$ cat config.mk
export PLATFORM = sky130hd
export DESIGN_NAME = dmm_cell
export DESIGN_NICKNAME = d
export VERILOG_FILES = /design/src/dmm_pkg.sv /design/src/dmm_cell.sv
export SDC_FILE = /design/constraint.sdc
export NUM_CORES = 1
export LEC_CHECK = 0
export ABC_AREA = 1
export BUFFER_PORTS_ARGS = -buffer_cell sky130_fd_sc_hd__buf_4
export CORE_MARGIN = 2
export CORE_UTILIZATION = 45
export DETAILED_ROUTE_END_ITERATION = 10
export PLACE_DENSITY = 0.7
export SLEW_MARGIN = 15
export SYNTH_ARGS = -nofsm -noshare
export SYNTH_HDL_FRONTEND = slang
export SYNTH_SLANG_ARGS = --single-unit
$ cat constraint.sdc
create_clock -name clk -period 9.25 [get_ports clk]
set_clock_uncertainty 0.1 [all_clocks]
set_input_delay 0.4625 -clock clk [delete_from_list [all_inputs] [get_ports clk]]
set_output_delay 0.4625 -clock clk [all_outputs]
set_load 0.005 [all_outputs]
$ cat src/dmm_pkg.sv
// dmm_pkg: shared types and codes for the dense matrix multiply core.
// No dependencies; used by dmm_cell and dense_matrix_multiply_core.
`default_nettype none
package dmm_pkg;

  localparam int IDX_W  = 3;   // row/column field width
  localparam int ELEM_W = 16;  // Q8.8 element
  localparam int PROD_W = 35;  // Q19.16 dot product
  localparam int DIM_W  = 4;   // dimension register width

  typedef enum logic [1:0] {
    MODE_LOAD_A  = 2'd0,
    MODE_LOAD_B  = 2'd1,
    MODE_COMPUTE = 2'd2,
    MODE_UNUSED  = 2'd3
  } mode_t;

  typedef enum logic [1:0] {
    CFG_ROWS_A    = 2'd0,
    CFG_INNER_DIM = 2'd1,
    CFG_COLS_B    = 2'd2,
    CFG_NONE      = 2'd3
  } cfg_idx_t;

  typedef enum logic [1:0] {
    ST_IDLE,
    ST_FEED,
    ST_FLUSH,
    ST_DRAIN
  } state_t;

  // A operand travelling up the cell chain
  typedef struct packed {
    logic                     valid;
    logic                     first;
    logic [IDX_W-1:0]         k;
    logic signed [ELEM_W-1:0] a;
  } feed_t;

  // B element write, broadcast to all cells
  typedef struct packed {
    logic                     en;
    logic [IDX_W-1:0]         row;
    logic [IDX_W-1:0]         col;
    logic signed [ELEM_W-1:0] data;
  } bwr_t;

  // result chain control
  typedef struct packed {
    logic capture;
    logic shift;
  } rctl_t;

endpackage
`default_nettype wire

$ cat src/dmm_cell.sv
// dmm_cell: one output column. Holds column COL of B, accumulates A*B,
// forwards the A operand to its neighbor and shifts results toward cell 0.
// Depends on dmm_pkg.
`default_nettype none
module dmm_cell #(
  parameter int MAX_DIM = 8,
  parameter int COL     = 0
) (
  input  wire logic                              clk,
  input  wire logic                              rst,
  input  wire dmm_pkg::feed_t                    feed_in,
  output dmm_pkg::feed_t                         feed_out,
  input  wire dmm_pkg::bwr_t                     bwr,
  input  wire dmm_pkg::rctl_t                    rctl,
  input  wire logic signed [dmm_pkg::PROD_W-1:0] res_in,
  output logic signed [dmm_pkg::PROD_W-1:0]      res_out
);

  localparam int LW = (MAX_DIM > 1) ? $clog2(MAX_DIM) : 1;

  logic signed [dmm_pkg::ELEM_W-1:0] bcol [MAX_DIM];
  logic signed [dmm_pkg::PROD_W-1:0] acc;
  logic signed [dmm_pkg::PROD_W-1:0] acc_next;
  logic signed [2*dmm_pkg::ELEM_W-1:0] prod;
  logic signed [dmm_pkg::PROD_W-1:0] res;

  always_ff @(posedge clk) begin
    if (bwr.en && (bwr.col == dmm_pkg::IDX_W'(COL))) begin
      bcol[bwr.row[LW-1:0]] <= bwr.data;
    end
  end

  always_comb begin
    prod     = feed_in.a * bcol[feed_in.k[LW-1:0]];
    acc_next = (feed_in.first ? '0 : acc)
             + {{(dmm_pkg::PROD_W-2*dmm_pkg::ELEM_W){prod[2*dmm_pkg::ELEM_W-1]}}, prod};
  end

  always_ff @(posedge clk) begin
    if (feed_in.valid) begin
      acc <= acc_next;
    end
    if (rctl.capture) begin
      res <= acc;
    end else if (rctl.shift) begin
      res <= res_in;
    end
  end

  always_ff @(posedge clk) begin
    if (rst) begin
      feed_out.valid <= 1'b0;
    end else begin
      feed_out.valid <= feed_in.valid;
    end
    feed_out.first <= feed_in.first;
    feed_out.k     <= feed_in.k;
    feed_out.a     <= feed_in.a;
  end

  assign res_out = res;

endmodule
`default_nettype wire

==> metrics.csv <==
metric;value;unit
status;finished, final reports clean;
fp.dieW;216;um
finalHoldViolCount;0;
min_path_type;input pin to register;
worst_pin_slew;1.14;ns
die_area;46500;sq um
clk_pin_slew;0.06;ns
cp.required;9.46;ns
fin_hold_ws;0.0315;ns
yosysTopAreaCellShare;29.5;%
path_class;input pin to register;
syn_avg_cell_area;9.11;sq um
dr.pass1.iters;5;
relSlewSlack;24.2;%
synth_cell_type_count;50;
drtIter0Drc;1069;
routed_wl;49800;um
syn-num-nets;2674;
drive_gt1_share;10.1;%
antenna_found_initial;0;
yosys_warnings;0;
grt_overflow;0;
ys.flop_type;edfxtp_1;
arrival;8.55;ns
grt.busiest_layer;met2;
rr_worst_depth;33;
netlist_instances;2212;
grt_use_total;21.9;%
cts_resized;0;
htreeDepth;1;
grt_pass1_vias;15700;
vias;15100;
cts_hold_buf;3;
grtUsageMet1;29.5;%
grt_start_max_net_pins;68;
cts_max_path_buffers;3;
place_hpwl;40200;um
cts_tree;done;
clk-insertion-delay-late;0.55;ns
hold_depth;1;
setup_viol;0;
synth_area;20200;sq um
drc;0;
grtUsageMet3;3.61;%
maxCapViolations;0;
coreArea;44200;sq um
start_util;45.6;%
rsz0062_at_grt;false;
cts.sinks;219;
finalCriticalPeriod;8.34;ns
root_buffer;clkbuf_16;
io_pins;139;
timing.fmax;120;MHz
post_cts_buffers;0;
post-route-util;51.5;%
synth_top_area_cell;edfxtp_1;
cts_made_buffers;25;
critPathLaunchType;input pin;
drt-wirelength-per-cell;16.8;um
rows;77;
cp_slowest_cell;fa_1;
path_common_cell;nand2_1;
area_growth;12.9;%
ys_ff_latch;219;
async_flop_share;0;%
critPathCaptureType;register;
antennaDiodeCount;0;
tns;0;ns
fin_crit_sh;90.1;%
io_buffers;138;
synth.most_common_cell;inv_1;
ys_top_cells_by_count;inv_1 (444), nand2_1 (408), nor2_1 (308), fa_1 (263), edfxtp_1 (198);
cp_max_fo;34;
cpPeakStageDelay;0.77;ns
grt_pass1_wl;80900;um
drt.antenna.violating_nets;0;
synth_seq_area_share;31.6;%
gr-usage-met2;36.3;%
nets;2812;
vias_per_cell;5.11;
synth_edf_count;198;
fp.dieH;216;um
gp_congestion;0.970;
final_max_slew_viol_count;0;
synth.area.top_cells;edfxtp_1 (29%), fa_1 (26%), inv_1 (8.3%);
-- cells by family (layout without fill, tap and decap cells) --
| group | count (synthesis) | count (layout) | synth area share, % |
|---|---|---|---|
| adder cells (fa/ha/maj) | 379 | 379 | 33.3 |
| flip-flops | 219 | 219 | 31.6 |
| AO/OA/AOI/OAI | 248 | 248 | 7.27 |
| buffers and inverters | 513 | 670 | 9.85 |
| XOR/XNOR | 53 | 53 | 2.30 |
| AND/OR/NAND/NOR | 800 | 800 | 15.7 |
-- registers in the layout, indices dropped and copies added, names as in the netlist --
| name | flops |
|---|---|
| bcol | 128 |
| res_out | 35 |
| acc | 35 |
| feed_out | 21 |
-- final cells by class --
class | instances | area, sq um
Clock buffer | 30 | 654
Sequential cell | 219 | 6370
Clock inverter | 16 | 185
Timing Repair Buffer | 170 | 1280
Fill cell | 4066 | 21500
Tap cell | 592 | 741
Inverter | 454 | 1710
Multi-Input combinational cell | 1480 | 11800
-- metrics by stage --
step | instances | area [sq um] | setup WS (ns)
3_5_place_dp | 2912 | 21900 | 0.400
2_1_floorplan | 2212 | 20200 | 1.57
3_3_place_gp | 2912 | 21900 | 0.475
5_1_grt | 2961 | 22800 | 0.322
6_report | 2961 | 22800 | 0.912
4_1_cts | 2961 | 22800 | 0.932
-- final timing paths --
check	startpoint	endpoint	slack, ns
setup / recovery	feed_in[17]	acc[33]	0.91
hold / removal	feed_in[15]	feed_out[15]	0.03
setup reg to reg	bcol[2][4]	acc[33]	1.12
hold reg to reg	acc[34]	res_out[34]	0.45
-- worst max-delay path: cells and delay by family --
| family | cells | cell delay (ns) |
|---|---|---|
| AOI/OAI and AO/OA | 2 | 0.39 |
| adders and majority gates | 8 | 4.09 |
| buffers and inverters | 8 | 0.92 |
| and+or+nand+nor | 18 | 2.66 |
-- per-layer routing --
metal | share of wire (%) | vias up
li1 | - | 7187
met1 | 43 | 7275
met2 | 46 | 574
met3 | 7.3 | 102
met4 | 3.5 | 0
met5 | 0 | -
-- cell usage in the layout, fill, tap and decap left out, types with 4 or more instances in the layout --
cell type,netlist,routed
ha_1,116,116
buf_4,7,167
o21ai_0,117,117
nand2_1,408,408
o21ai_1,4,4
a21o_1,10,10
nor2_1,308,300
nor3_1,9,9
nor4_1,5,5
nand2_2,7,7
dfxtp_1,21,21
clkbuf_16,0,25
a31oi_1,5,5
o21bai_1,5,5
clkinv_1,5,10
edfxtp_1,198,198
a21oi_1,59,59
nand4_1,4,4
inv_1,444,444
fa_1,263,263
nand3_1,40,40
xor2_1,34,34
inv_2,4,4
nor2_2,4,12
xnor2_1,19,19
o221ai_1,30,30
clkbuf_1,25,4
Power is not shown: default switching activity piles up to over one toggle a cycle in this logic, so the estimate is an artifact.
